## src/design/tlts_pkg.sv

```systemverilog
package tlts_pkg;

    // Index and queue stamp widths cover the largest supported task table (64 tasks).
    localparam int TIDX_W  = 7;
    localparam int STAMP_W = 7;

    typedef enum logic [1:0] {
        ACT_TICK,
        ACT_CREATE,
        ACT_TERM,
        ACT_YIELD
    } action_t;

    typedef enum logic [1:0] {
        LV_SYS,
        LV_PER,
        LV_RR,
        LV_IDLE
    } level_t;

    typedef enum logic [1:0] {
        ST_DEAD,
        ST_READY,
        ST_RUN,
        ST_WAIT
    } status_t;

    typedef enum logic {
        PH_UPDATE,
        PH_POP
    } phase_t;

    // Command broadcast from the controller to every cell during a sweep.
    typedef struct packed {
        phase_t              phase;
        action_t             action;
        logic                create_ok;
        logic                preempt;
        level_t              new_level;
        logic [15:0]         period;
        logic [15:0]         wcet;
        logic [15:0]         start;
        logic [15:0]         elapsed;
        logic                cur_valid;
        logic [TIDX_W-1:0]   cur_idx;
        logic [STAMP_W-1:0]  free_head;
        logic [STAMP_W-1:0]  free_tail;
        logic [STAMP_W-1:0]  sys_tail;
        logic [STAMP_W-1:0]  per_tail;
        logic [STAMP_W-1:0]  rr_tail;
        level_t              pop_level;
        logic [STAMP_W-1:0]  pop_head;
    } cmd_t;

    // Token that walks the cell chain, one cell per cycle.
    typedef struct packed {
        logic                valid;
        logic [STAMP_W-1:0]  per_tail;
        logic                made_found;
        logic [TIDX_W-1:0]   made_idx;
        logic                err;
        logic                pop_found;
        logic [TIDX_W-1:0]   pop_idx;
        level_t              pop_level;
    } tok_t;

endpackage

```

## src/design/tlts_cell.sv

```systemverilog
module tlts_cell (
    input  logic                         aclk,
    input  logic                         aresetn,
    input  logic [tlts_pkg::TIDX_W-1:0]  cell_idx,
    input  tlts_pkg::cmd_t               cmd,
    input  tlts_pkg::tok_t               tok_in,
    output tlts_pkg::tok_t               tok_out
);
    import tlts_pkg::*;

    status_t              status_reg, status_next;
    level_t               level_reg, level_next;
    logic [15:0]          period_reg, period_next;
    logic [15:0]          budget_reg, budget_next;
    logic [15:0]          bleft_reg, bleft_next;
    logic signed [16:0]   cnt_reg, cnt_next;
    logic                 member_reg, member_next;
    logic [STAMP_W-1:0]   stamp_reg, stamp_next;
    tok_t                 tok_reg, tok_next;

    logic                 is_cur;
    logic [STAMP_W-1:0]   own_tail;
    logic signed [16:0]   cnt_dec;

    assign is_cur  = cmd.cur_valid && (cmd.cur_idx == cell_idx);
    assign cnt_dec = cnt_reg - 17'sd1;

    // Tail stamp of the queue this task belongs to by its level.
    always_comb begin
        case (level_reg)
            LV_PER:  own_tail = cmd.per_tail;
            LV_RR:   own_tail = cmd.rr_tail;
            default: own_tail = cmd.sys_tail;
        endcase
    end

    // Local update when the token passes through this cell.
    always_comb begin
        status_next = status_reg;
        level_next  = level_reg;
        period_next = period_reg;
        budget_next = budget_reg;
        bleft_next  = bleft_reg;
        cnt_next    = cnt_reg;
        member_next = member_reg;
        stamp_next  = stamp_reg;
        tok_next    = tok_in;
        if (tok_in.valid) begin
            if (cmd.phase == PH_UPDATE) begin
                case (cmd.action)
                    ACT_TICK: begin
                        if (is_cur && level_reg == LV_PER) begin
                            if (bleft_reg != 16'd0) begin
                                bleft_next = bleft_reg - 16'd1;
                            end else begin
                                tok_next.err = 1'b1;
                            end
                        end
                        if (member_reg) begin
                            if (cnt_dec <= 17'sd0) begin
                                cnt_next = $signed({1'b0, period_reg});
                                if (status_reg == ST_WAIT) begin
                                    status_next       = ST_READY;
                                    stamp_next        = tok_in.per_tail;
                                    tok_next.per_tail = tok_in.per_tail + 1'b1;
                                    bleft_next        = budget_reg;
                                end
                            end else begin
                                cnt_next = cnt_dec;
                            end
                        end
                        if (is_cur && level_reg == LV_RR) begin
                            status_next = ST_READY;
                            stamp_next  = cmd.rr_tail;
                        end
                    end
                    ACT_CREATE: begin
                        if (cmd.create_ok && status_reg == ST_DEAD &&
                            stamp_reg == cmd.free_head) begin
                            level_next  = cmd.new_level;
                            period_next = cmd.period;
                            budget_next = cmd.wcet;
                            bleft_next  = cmd.wcet;
                            cnt_next    = $signed({1'b0, cmd.start}) -
                                          $signed({1'b0, cmd.elapsed});
                            if (cmd.new_level == LV_PER) begin
                                status_next = ST_WAIT;
                                member_next = 1'b1;
                            end else begin
                                status_next = ST_READY;
                                stamp_next  = (cmd.new_level == LV_SYS) ? cmd.sys_tail
                                                                       : cmd.rr_tail;
                            end
                            tok_next.made_found = 1'b1;
                            tok_next.made_idx   = cell_idx;
                        end
                        if (is_cur && cmd.preempt) begin
                            status_next = ST_READY;
                            stamp_next  = own_tail;
                        end
                    end
                    ACT_TERM: begin
                        if (is_cur) begin
                            status_next = ST_DEAD;
                            member_next = 1'b0;
                            stamp_next  = cmd.free_tail;
                        end
                    end
                    default: begin
                        if (is_cur) begin
                            if (level_reg == LV_PER) begin
                                status_next = ST_WAIT;
                            end else begin
                                status_next = ST_READY;
                                stamp_next  = own_tail;
                            end
                        end
                    end
                endcase
            end else begin
                // The head of the selected queue takes the processor.
                if (status_reg == ST_READY && level_reg == cmd.pop_level &&
                    stamp_reg == cmd.pop_head) begin
                    status_next        = ST_RUN;
                    tok_next.pop_found = 1'b1;
                    tok_next.pop_idx   = cell_idx;
                    tok_next.pop_level = level_reg;
                end
            end
        end
    end

    always_ff @(posedge aclk) begin
        if (!aresetn) begin
            status_reg <= (cell_idx == '0) ? ST_RUN : ST_DEAD;
            level_reg  <= LV_SYS;
            member_reg <= 1'b0;
            stamp_reg  <= STAMP_W'(cell_idx) - 1'b1;
            tok_reg    <= '0;
        end else begin
            status_reg <= status_next;
            level_reg  <= level_next;
            period_reg <= period_next;
            budget_reg <= budget_next;
            bleft_reg  <= bleft_next;
            cnt_reg    <= cnt_next;
            member_reg <= member_next;
            stamp_reg  <= stamp_next;
            tok_reg    <= tok_next;
        end
    end

    assign tok_out = tok_reg;

endmodule

```

## src/design/three_level_task_scheduler.sv

```systemverilog
// Channel  Direction  Ports                        Payload
// s_       in         s_tvalid s_tready s_tdata    one scheduler event
// m_       out        m_tvalid m_tready m_tdata    one scheduling result
//
// From acceptance to result, one sweep of the task cell chain applies the event;
// when a queued task is dispatched, a second sweep pops it. The next event is
// accepted in the cycle after the result is loaded. aresetn is synchronous, active low.
// A result waits in the output register while the next event is accepted;
// the event after that waits until the result is taken.
module three_level_task_scheduler #(
    parameter int MAX_TASKS = 8
) (
    input  logic        aclk,
    input  logic        aresetn,
    input  logic        s_tvalid,
    output logic        s_tready,
    // action[1:0], new_level[3:2], new_period[19:4], new_wcet[35:20], new_start[51:36]
    input  logic [55:0] s_tdata,
    output logic        m_tvalid,
    input  logic        m_tready,
    // running_task[3:0], create_ok[4], created_task[8:5], fault_code[10:9],
    // tick_count[26:11]
    output logic [31:0] m_tdata
);
    import tlts_pkg::*;

    localparam logic [TIDX_W-1:0]  NIL       = TIDX_W'(MAX_TASKS);
    localparam logic [TIDX_W-1:0]  PCNT_MAX  = TIDX_W'(MAX_TASKS - 1);
    localparam logic [STAMP_W-1:0] FREE_TRST = STAMP_W'(MAX_TASKS - 1);
    localparam logic [1:0] ERR_NONE   = 2'd0;
    localparam logic [1:0] ERR_BUDGET = 2'd1;
    localparam logic [1:0] ERR_PCOUNT = 2'd2;

    typedef enum logic [2:0] {
        S_IDLE,
        S_UPDATE,
        S_DECIDE,
        S_POP,
        S_DONE
    } state_t;

    state_t              state_reg;
    action_t             action_reg;
    level_t              lvl_reg;
    logic [15:0]         period_reg, wcet_reg, start_reg;
    logic [15:0]         elapsed_reg;
    logic [TIDX_W-1:0]   cur_reg;
    level_t              cur_lvl_reg;
    logic [TIDX_W-1:0]   pcount_reg, pcount_next;
    logic [STAMP_W-1:0]  free_head_reg, free_tail_reg, sys_head_reg, sys_tail_reg;
    logic [STAMP_W-1:0]  per_head_reg, per_tail_reg, rr_head_reg, rr_tail_reg;
    logic [STAMP_W-1:0]  free_head_next, free_tail_next, sys_tail_next;
    logic [STAMP_W-1:0]  per_tail_next, rr_tail_next;
    logic                create_ok_reg, preempt_reg, keep_next;
    logic [1:0]          err_reg;
    logic [TIDX_W-1:0]   made_reg;
    level_t              pop_lvl_reg;
    logic [STAMP_W-1:0]  pop_head_reg;
    logic                inj_reg;
    logic                m_tvalid_reg;
    logic [31:0]         m_data_reg;

    logic                cur_valid;
    logic                in_accept;
    action_t             in_action;
    level_t              in_level;
    logic                pcount_full;
    logic                in_create_ok;
    logic                requeue;
    cmd_t                cmd;
    tok_t                tok_first;
    tok_t                tok_chain [0:MAX_TASKS];
    tok_t                tok_last;

    assign cur_valid   = (cur_reg != NIL);
    assign in_accept   = s_tvalid && s_tready;
    assign in_action   = action_t'(s_tdata[1:0]);
    assign in_level    = level_t'(s_tdata[3:2]);
    assign pcount_full = (pcount_reg >= PCNT_MAX);
    assign in_create_ok = (in_action == ACT_CREATE) && (in_level != LV_IDLE) &&
                          !(in_level == LV_PER && pcount_full) &&
                          (free_head_reg != free_tail_reg);
    assign s_tready    = (state_reg == S_IDLE);
    assign tok_last    = tok_chain[MAX_TASKS];

    // Broadcast command held stable while a token crosses the chain.
    always_comb begin
        cmd.phase     = (state_reg == S_POP) ? PH_POP : PH_UPDATE;
        cmd.action    = action_reg;
        cmd.create_ok = create_ok_reg;
        cmd.preempt   = preempt_reg;
        cmd.new_level = lvl_reg;
        cmd.period    = period_reg;
        cmd.wcet      = wcet_reg;
        cmd.start     = start_reg;
        cmd.elapsed   = elapsed_reg;
        cmd.cur_valid = cur_valid;
        cmd.cur_idx   = cur_reg;
        cmd.free_head = free_head_reg;
        cmd.free_tail = free_tail_reg;
        cmd.sys_tail  = sys_tail_reg;
        cmd.per_tail  = per_tail_reg;
        cmd.rr_tail   = rr_tail_reg;
        cmd.pop_level = pop_lvl_reg;
        cmd.pop_head  = pop_head_reg;
    end

    // Token injected at the head of the chain.
    always_comb begin
        tok_first          = '0;
        tok_first.valid    = inj_reg;
        tok_first.per_tail = per_tail_reg;
    end

    assign tok_chain[0] = tok_first;

    // Row of task cells, one per descriptor.
    for (genvar i = 0; i < MAX_TASKS; i++) begin : g_cell
        tlts_cell u_cell (
            .aclk     (aclk),
            .aresetn  (aresetn),
            .cell_idx (TIDX_W'(i)),
            .cmd      (cmd),
            .tok_in   (tok_chain[i]),
            .tok_out  (tok_chain[i+1])
        );
    end

    // Queue bookkeeping once the update sweep has returned.
    always_comb begin
        requeue = cur_valid &&
                  ((action_reg == ACT_TICK && cur_lvl_reg == LV_RR) ||
                   (action_reg == ACT_CREATE && preempt_reg) ||
                   (action_reg == ACT_YIELD && cur_lvl_reg != LV_PER));
        sys_tail_next  = sys_tail_reg +
                         STAMP_W'(requeue && cur_lvl_reg == LV_SYS) +
                         STAMP_W'(create_ok_reg && lvl_reg == LV_SYS);
        rr_tail_next   = rr_tail_reg +
                         STAMP_W'(requeue && cur_lvl_reg == LV_RR) +
                         STAMP_W'(create_ok_reg && lvl_reg == LV_RR);
        per_tail_next  = tok_last.per_tail + STAMP_W'(requeue && cur_lvl_reg == LV_PER);
        free_head_next = free_head_reg + STAMP_W'(create_ok_reg);
        free_tail_next = free_tail_reg + STAMP_W'(action_reg == ACT_TERM && cur_valid);
        pcount_next    = pcount_reg;
        if (create_ok_reg && lvl_reg == LV_PER) begin
            pcount_next = pcount_reg + 1'b1;
        end else if (action_reg == ACT_TERM && cur_valid && cur_lvl_reg == LV_PER &&
                     pcount_reg != '0) begin
            pcount_next = pcount_reg - 1'b1;
        end
        case (action_reg)
            ACT_TICK:   keep_next = cur_valid && (cur_lvl_reg != LV_RR);
            ACT_CREATE: keep_next = cur_valid && !preempt_reg;
            default:    keep_next = 1'b0;
        endcase
    end

    // Sequencer with the registered result.
    always_ff @(posedge aclk) begin
        if (!aresetn) begin
            state_reg     <= S_IDLE;
            inj_reg       <= 1'b0;
            m_tvalid_reg  <= 1'b0;
            cur_reg       <= '0;
            cur_lvl_reg   <= LV_SYS;
            elapsed_reg   <= '0;
            pcount_reg    <= '0;
            free_head_reg <= '0;
            free_tail_reg <= FREE_TRST;
            sys_head_reg  <= '0;
            sys_tail_reg  <= '0;
            per_head_reg  <= '0;
            per_tail_reg  <= '0;
            rr_head_reg   <= '0;
            rr_tail_reg   <= '0;
        end else begin
            if (m_tready && state_reg != S_DONE) begin
                m_tvalid_reg <= 1'b0;
            end
            case (state_reg)
                S_IDLE: begin
                    inj_reg <= in_accept;
                    if (in_accept) begin
                        action_reg    <= in_action;
                        lvl_reg       <= in_level;
                        period_reg    <= s_tdata[19:4];
                        wcet_reg      <= s_tdata[35:20];
                        start_reg     <= s_tdata[51:36];
                        create_ok_reg <= in_create_ok;
                        preempt_reg   <= in_create_ok && cur_valid &&
                            ((in_level == LV_SYS && cur_lvl_reg != LV_SYS) ||
                             (in_level == LV_PER && cur_lvl_reg == LV_RR &&
                              s_tdata[51:36] == elapsed_reg));
                        err_reg       <= (in_action == ACT_CREATE && in_level == LV_PER &&
                                          pcount_full) ? ERR_PCOUNT : ERR_NONE;
                        if (in_action == ACT_TICK) begin
                            elapsed_reg <= elapsed_reg + 16'd1;
                        end
                        state_reg     <= S_UPDATE;
                    end
                end
                S_UPDATE: begin
                    inj_reg <= 1'b0;
                    if (tok_last.valid) begin
                        if (tok_last.err) begin
                            err_reg <= ERR_BUDGET;
                        end
                        made_reg      <= tok_last.made_found ? tok_last.made_idx : '0;
                        sys_tail_reg  <= sys_tail_next;
                        per_tail_reg  <= per_tail_next;
                        rr_tail_reg   <= rr_tail_next;
                        free_head_reg <= free_head_next;
                        free_tail_reg <= free_tail_next;
                        pcount_reg    <= pcount_next;
                        state_reg     <= keep_next ? S_DONE : S_DECIDE;
                    end
                end
                S_DECIDE: begin
                    if (sys_head_reg != sys_tail_reg) begin
                        pop_lvl_reg  <= LV_SYS;
                        pop_head_reg <= sys_head_reg;
                        sys_head_reg <= sys_head_reg + 1'b1;
                        inj_reg      <= 1'b1;
                        state_reg    <= S_POP;
                    end else if (per_head_reg != per_tail_reg) begin
                        pop_lvl_reg  <= LV_PER;
                        pop_head_reg <= per_head_reg;
                        per_head_reg <= per_head_reg + 1'b1;
                        inj_reg      <= 1'b1;
                        state_reg    <= S_POP;
                    end else if (rr_head_reg != rr_tail_reg) begin
                        pop_lvl_reg  <= LV_RR;
                        pop_head_reg <= rr_head_reg;
                        rr_head_reg  <= rr_head_reg + 1'b1;
                        inj_reg      <= 1'b1;
                        state_reg    <= S_POP;
                    end else begin
                        cur_reg     <= NIL;
                        cur_lvl_reg <= LV_IDLE;
                        inj_reg     <= 1'b0;
                        state_reg   <= S_DONE;
                    end
                end
                S_POP: begin
                    inj_reg <= 1'b0;
                    if (tok_last.valid) begin
                        cur_reg     <= tok_last.pop_idx;
                        cur_lvl_reg <= tok_last.pop_level;
                        state_reg   <= S_DONE;
                    end
                end
                S_DONE: begin
                    inj_reg <= 1'b0;
                    if (!m_tvalid_reg || m_tready) begin
                        m_tvalid_reg <= 1'b1;
                        m_data_reg   <= {5'd0, elapsed_reg, err_reg,
                                         create_ok_reg ? 4'(made_reg) : 4'd0,
                                         create_ok_reg, 4'(cur_reg)};
                        state_reg    <= S_IDLE;
                    end
                end
                default: begin
                    inj_reg   <= 1'b0;
                    state_reg <= S_IDLE;
                end
            endcase
        end
    end

    assign m_tvalid = m_tvalid_reg;
    assign m_tdata  = m_data_reg;

`ifndef SYNTHESIS
    // A token only leaves the chain during a sweep.
    a_token_in_sweep: assert property (@(posedge aclk) disable iff (!aresetn)
        tok_last.valid |-> (state_reg == S_UPDATE || state_reg == S_POP))
        else $error("token left the cell chain outside a sweep");

    // Popping a non-empty queue always finds its head cell.
    a_pop_found: assert property (@(posedge aclk) disable iff (!aresetn)
        (state_reg == S_POP && tok_last.valid) |-> tok_last.pop_found)
        else $error("queue head not found in cell chain");

    // Periodic task count stays within the table.
    a_pcount: assert property (@(posedge aclk) disable iff (!aresetn)
        pcount_reg <= PCNT_MAX)
        else $error("periodic task count overflow");

    // The running task is a descriptor or idle.
    a_cur_range: assert property (@(posedge aclk) disable iff (!aresetn)
        cur_reg <= NIL)
        else $error("running task index out of range");
`endif

endmodule
```

## config.mk

```make
export PLATFORM = sky130hd
export DESIGN_NAME = three_level_task_scheduler
export DESIGN_NICKNAME = d
export VERILOG_FILES = /design/src/design/tlts_pkg.sv /design/src/design/tlts_cell.sv /design/src/design/three_level_task_scheduler.sv
export SDC_FILE = /design/constraint.sdc
export NUM_CORES = 2
export LEC_CHECK = 0
export ABC_CLOCK_PERIOD_IN_PS = 13100
export BUFFER_PORTS_ARGS = -buffer_cell sky130_fd_sc_hd__clkbuf_2
export CAP_MARGIN = 30
export CORE_MARGIN = 8
export CORE_UTILIZATION = 29
export CTS_CLUSTER_DIAMETER = 120
export CTS_CLUSTER_SIZE = 14
export DETAILED_ROUTE_END_ITERATION = 12
export PLACE_DENSITY_LB_ADDON = 0.15
export REMOVE_ABC_BUFFERS = 1
export SKIP_LAST_GASP = 1
export SYNTH_ARGS = -nofsm -noshare
export SYNTH_HDL_FRONTEND = slang
export SYNTH_SLANG_ARGS = --single-unit
export TNS_END_PERCENT = 1
```

## constraint.sdc

```tcl
create_clock -name aclk -period 13.1 [get_ports aclk]
set_input_delay 2.62 -clock aclk [delete_from_list [all_inputs] [get_ports aclk]]
set_output_delay 2.62 -clock aclk [all_outputs]
set_load 0.1 [all_outputs]
```

# Yosys cells after proc, flatten, opt, wreduce, memory -nomap -nowiden
# Index checks and enable logic that the tools add are counted.
# classes
n_addsub	38
n_bitwise	8
div	0
n_mul	0
n_shift	0
mux	444
order_cmp	9
reduce_logical	220
eq_ne	215
# op_table
cell	count
$mux W16	56
$mux W7	115
$mux W17	24
$pmux W17 S2	8
$pmux W16 S2	8
$mux W26	8
$mux W2	98
$pmux W7 S3	8
$mux W10	16
$le A17 B1 Y1 const B	8
$sub A17 B2 Y17 const B	8
$mux W8	16
$ne A4 B1 Y1 const B	32
$reduce_bool A16 Y1	8
$sub A16 B1 Y16 const B	8
$pmux W7 S2	9
$ne A3 B1 Y1 const B	40
$eq A7 B7 Y1	16
$reduce_and A6 Y1	16
$logic_and A1 B1 Y1	92
$reduce_and A5 Y1	18
$add A7 B1 Y7 const B	12
$reduce_and A10 Y1	8
$ne A2 B1 Y1 const B	37
44 further kinds	265
# totals
mem_count	0
out_inout_bits	34
latch_bits	0
regBits	1017
ram_bits	0
rom_bits	0

# Logic depth before layout (Yosys ltp)
# depth
ltp_word	8
ltp_mapped	15
mapped_depth_nobuf	12

# Hierarchy
# From an unflattened synthesis, not the netlist that was laid out.
# hier_totals
cells_unflattened	6544
hier_area_um2	63221.9
# modules_own_cells
module	area_each_um2	seq_area_each_um2	instances	cells_per_inst
tlts_cell (g_cell[5].u_cell ...)	6924.1	2822.7	2	731
tlts_cell (g_cell[0].u_cell ...)	6771.5	2822.7	2	718
three_level_task_scheduler	8180.3	4744.6	1	717
tlts_cell (g_cell[3].u_cell)	7050.5	2822.7	1	740
tlts_cell (g_cell[7].u_cell)	7034.2	2822.7	1	754
tlts_cell (g_cell[4].u_cell)	6796.5	2822.7	1	717
tlts_cell (g_cell[2].u_cell)	6769.0	2822.7	1	718

# Worst setup path before layout
# Ideal clock, no wire load.
# synth_path
path_type	in2reg
startpoint	input port aresetn
endpoint	register g_cell[5].u_cell.budget_reg[0], enable pin
setup_ns	0.501
cell_stages	3
required_time_ns	12.599
setup_slack_ns	6.485
arrival_ns	6.114
path_cell_list	clkinv_1 -> clkbuf_1 -> nor4_1
# synth_between
elab_chain_len	1
# synth_rtl
item	line	source
start, declared	three_level_task_scheduler.sv:14	input logic aresetn,
$reduce_and A5 Y1 (no source line)	--	
end signal, assigned	tlts_cell.sv:144	budget_reg <= budget_next;
end, declared	tlts_cell.sv:14	logic [15:0] budget_reg, budget_next;
# Every way passes these cells.
# A chain may end at the register's enable or synchronous reset.

# Worst setup path in the final report
# layout_path
startpoint	register g_cell[5].u_cell.cnt_reg[0]
endpoint	register g_cell[5].u_cell.tok_reg, in the netlist g_cell[5].u_cell.tok_out[22]
# layout_between
elab_chain_len	7
# layout_rtl
item	line	source
start, declared	tlts_cell.sv:16	logic signed [16:0] cnt_reg, cnt_next;
start signal, assigned	tlts_cell.sv:146	cnt_reg <= cnt_next;
$sub A17 B2 Y17	tlts_cell.sv:26	assign cnt_dec = cnt_reg - 17'sd1;
$le A17 B1 Y1	tlts_cell.sv:60	if (cnt_dec <= 17'sd0) begin
$mux W7	tlts_cell.sv:60	
$mux W7	tlts_cell.sv:59	if (member_reg) begin
$mux W7	tlts_cell.sv:50	case (cmd.action)
$mux W16	tlts_cell.sv:49	if (cmd.phase == PH_UPDATE) begin
$mux W26	tlts_cell.sv:48	if (tok_in.valid) begin
end signal, assigned	tlts_cell.sv:149	tok_reg <= tok_next;
end, declared	tlts_cell.sv:19	tok_t tok_reg, tok_next;
# Every way passes these cells.

==> run metrics <==
Critical Path RT around 14 ns; CP Cell Sequence inv_1 > ha_1 > nor4b_1 > nand3_1 > or3_1 > xnor2_1 > o41ai_4 > buf_4 > nand3_1 > buf_4 > or4_1 > a21oi_1; CP endpoint kind flop; placed cell count 7,080; fin nets 5,085; clock root buffer clkbuf_16; # DRC 0; fin util 0.323; CTS tree done; vias in the first global route 37,600; Num CTS Buffers just under 80; Die Y 430 um; Slew Limit Fails 0; Pwr Density 104 nW/um2; Largest register FFs 136; Worst Path Max Fanout 28; post-CTS sizing 0; Via density between 5 and 6; crit path DAT between 5 and 6 ns; pin count of the biggest net entering global routing about 130; WHS 0.421 ns; WL per Instance about 25 um; first-pass GRT wire length about 260,000 um; share of power burned in registers 0.552; combinational power share 0.054; RSZ-0062 raised after global routing false; MaxCap Viol Count 0; Max Freq ~210 MHz; die area 185,000 um2; synthesis warning total 0; fin crit period 4.78 ns; Worst-Skew Late Latency around 0.7 ns; run status completed; sequential area share after synthesis 0.498; Pint between 4 and 5 mW; Max stage delay on crit path approximately 0.94 ns; Rows 152; # IOs 94; Finished Layout Cells a little over 7,000; DRT Pass-1 Iters 9; period utilization 0.365; Sw Ratio 0.249; core area between 150,000 and 200,000 um2; Clock Power Share 0.394; crit path kind reg -> reg; DR iter-0 viols 3,689; average size of a mapped cell just over 10 um2; Cells after Synth slightly below 5,000; initial core utilization 0.291; GRT Residual Overflow 0; number of synthesized flops with an enable pin 614; GRT Util Overall 0.187; Final setup viols 0; Peak VDD IR 0.0773 mV; synthesized area 49,700 um2; actual slew at the worst max-slew pin approximately 1.0 ns; switching power ~1.4 mW; Placer Congestion 0.888; Synth Register Bits between 900 and 1,000; initial antenna violation count 10; Max Clock Skew between 0.04 and 0.05 ns; Port-buffer cells 83; Clock Path Buffers 3; Clk pin slew, worst setup/hold paths roughly 0.070 ns; share of layout cells above drive strength 1 0.0868; DR vias 38,500; post-synthesis cell type count roughly 90; hold crit path type reg -> reg; area grow syn2layout 11.1%; total power a little under 6 mW; Rel. slew slack 0.298; startpoint types flop; H-Tree Level Count 3; Setup TNS 0 ns; Hold Fails Final Rpt 0; # clock sinks 930; Post-CTS Hold Fix Bufs 0; ys async rst share 0; detailed placement HPWL around 120,000 um; chip width between 400 and 500 um; final wirelength between 150,000 and 200,000 um; slowest CP cell o41ai_4; ys flop type edfxtp_1; Pleak 18.8 nW; Antenna Nets Post-Route 0; setup bufs post-CTS 0
[worst paths after layout]
kind,start,endpoint,slack [ns],cells after the start
worst min-delay path,err_reg[0],m_tdata[9],0.42,0
worst max-delay path,g_cell[5].u_cell.cnt_reg[0],g_cell[5].u_cell.tok_out[22],8.32,12
worst max register to register,g_cell[5].u_cell.cnt_reg[0],g_cell[5].u_cell.tok_out[22],8.32,12
worst min register to register,err_reg[0],m_tdata[9],0.42,0
[power by group through the flow]
| stage | sequential, mW | combinational (mW) | clock [mW] |
|---|---|---|---|
| 6_report | 3.18 | 0.313 | 2.27 |
| 5_1_grt | 3.18 | 0.334 | 2.45 |
| 4_1_cts | 3.18 | 0.313 | 2.35 |
| 3_5_place_dp | 3.25 | 0.312 | 0 |
| 3_3_place_gp | 3.25 | 0.306 | 0 |
| 2_1_floorplan | 3.23 | 0.163 | 0 |
[area by class of cell]
cell class                 count  area [um2]
antenna                        3        7.51
clock buffer                 110        2070
clock inverter                 8         133
fill                       17500      116000
inverter                     109         417
multi-input combinational   3604       23600
sequential                   930       24800
tap                         2233        2790
timing repair buffer         205        1510
[routing by layer]
layer | vias up | share of wire | GRT usage
li1 | 18000 | - | -
met2 | 1166 | 0.46 | 0.304
met1 | 19000 | 0.44 | 0.250
met4 | 0 | 0.046 | 0.0803
met5 | - | 0 | 0
met3 | 357 | 0.050 | 0.0224
[metrics by stage]
stage                     instance area [um2]  worst slack (ns)
after CTS                               55300              8.33
after floorplan                         48600              1.44
after global placement                  52800              7.35
after global routing                    55300              7.99
final                                   55300              8.32
after detailed placement                53000              7.74
[cells in the final DEF (no fill, tap or decap), types with 97 or more instances in the layout]
cell,instances
xnor2_1,287
nor3_1,104
dfxtp_1,316
nand2_1,418
buf_4,108
xor2_1,192
a21oi_1,254
inv_1,106
mux2i_1,261
nor2_1,473
nand4_1,97
edfxtp_1,614
o21ai_0,410
nand3_1,116
[Yosys cell counts (43+ instances only)]
master,instances,area share
a21o_1,43,0.0065
a21oi_1,254,0.026
a22oi_1,57,0.0086
and2_1,55,0.0069
clkbuf_1,249,0.019
dfxtp_1,316,0.13
edfxtp_1,614,0.37
ha_1,94,0.024
inv_1,107,0.0081
mux2_2,65,0.015
mux2i_1,261,0.053
nand2_1,418,0.032
nand3_1,116,0.012
nand4_1,97,0.012
nor2_1,478,0.036
nor3_1,113,0.011
nor4_1,83,0.010
o21ai_0,411,0.041
xnor2_1,287,0.051
xor2_1,192,0.034
[critical path, delay by kind of cell, from the launching register on]
family | cells | cell delay [ns]
and+or+nand+nor | 5 | 1.90
AOI/OAI and AO/OA | 2 | 1.09
xor gates and xnor gates | 1 | 0.19
adders and majority gates | 1 | 0.22
buffers and inverters | 3 | 0.78
DFF | 1 | 0.48
[logic make-up after synthesis]
family	after synthesis	share of synthesized area
simple gates	1640	0.162
compound gates	1055	0.130
flops	930	0.498
xor+xnor	479	0.0843
buf+inv	409	0.0324
mux	326	0.0672
fa+ha+maj	98	0.0253
other cells	1	0.0000754
(Power assumes the default switching activity.)
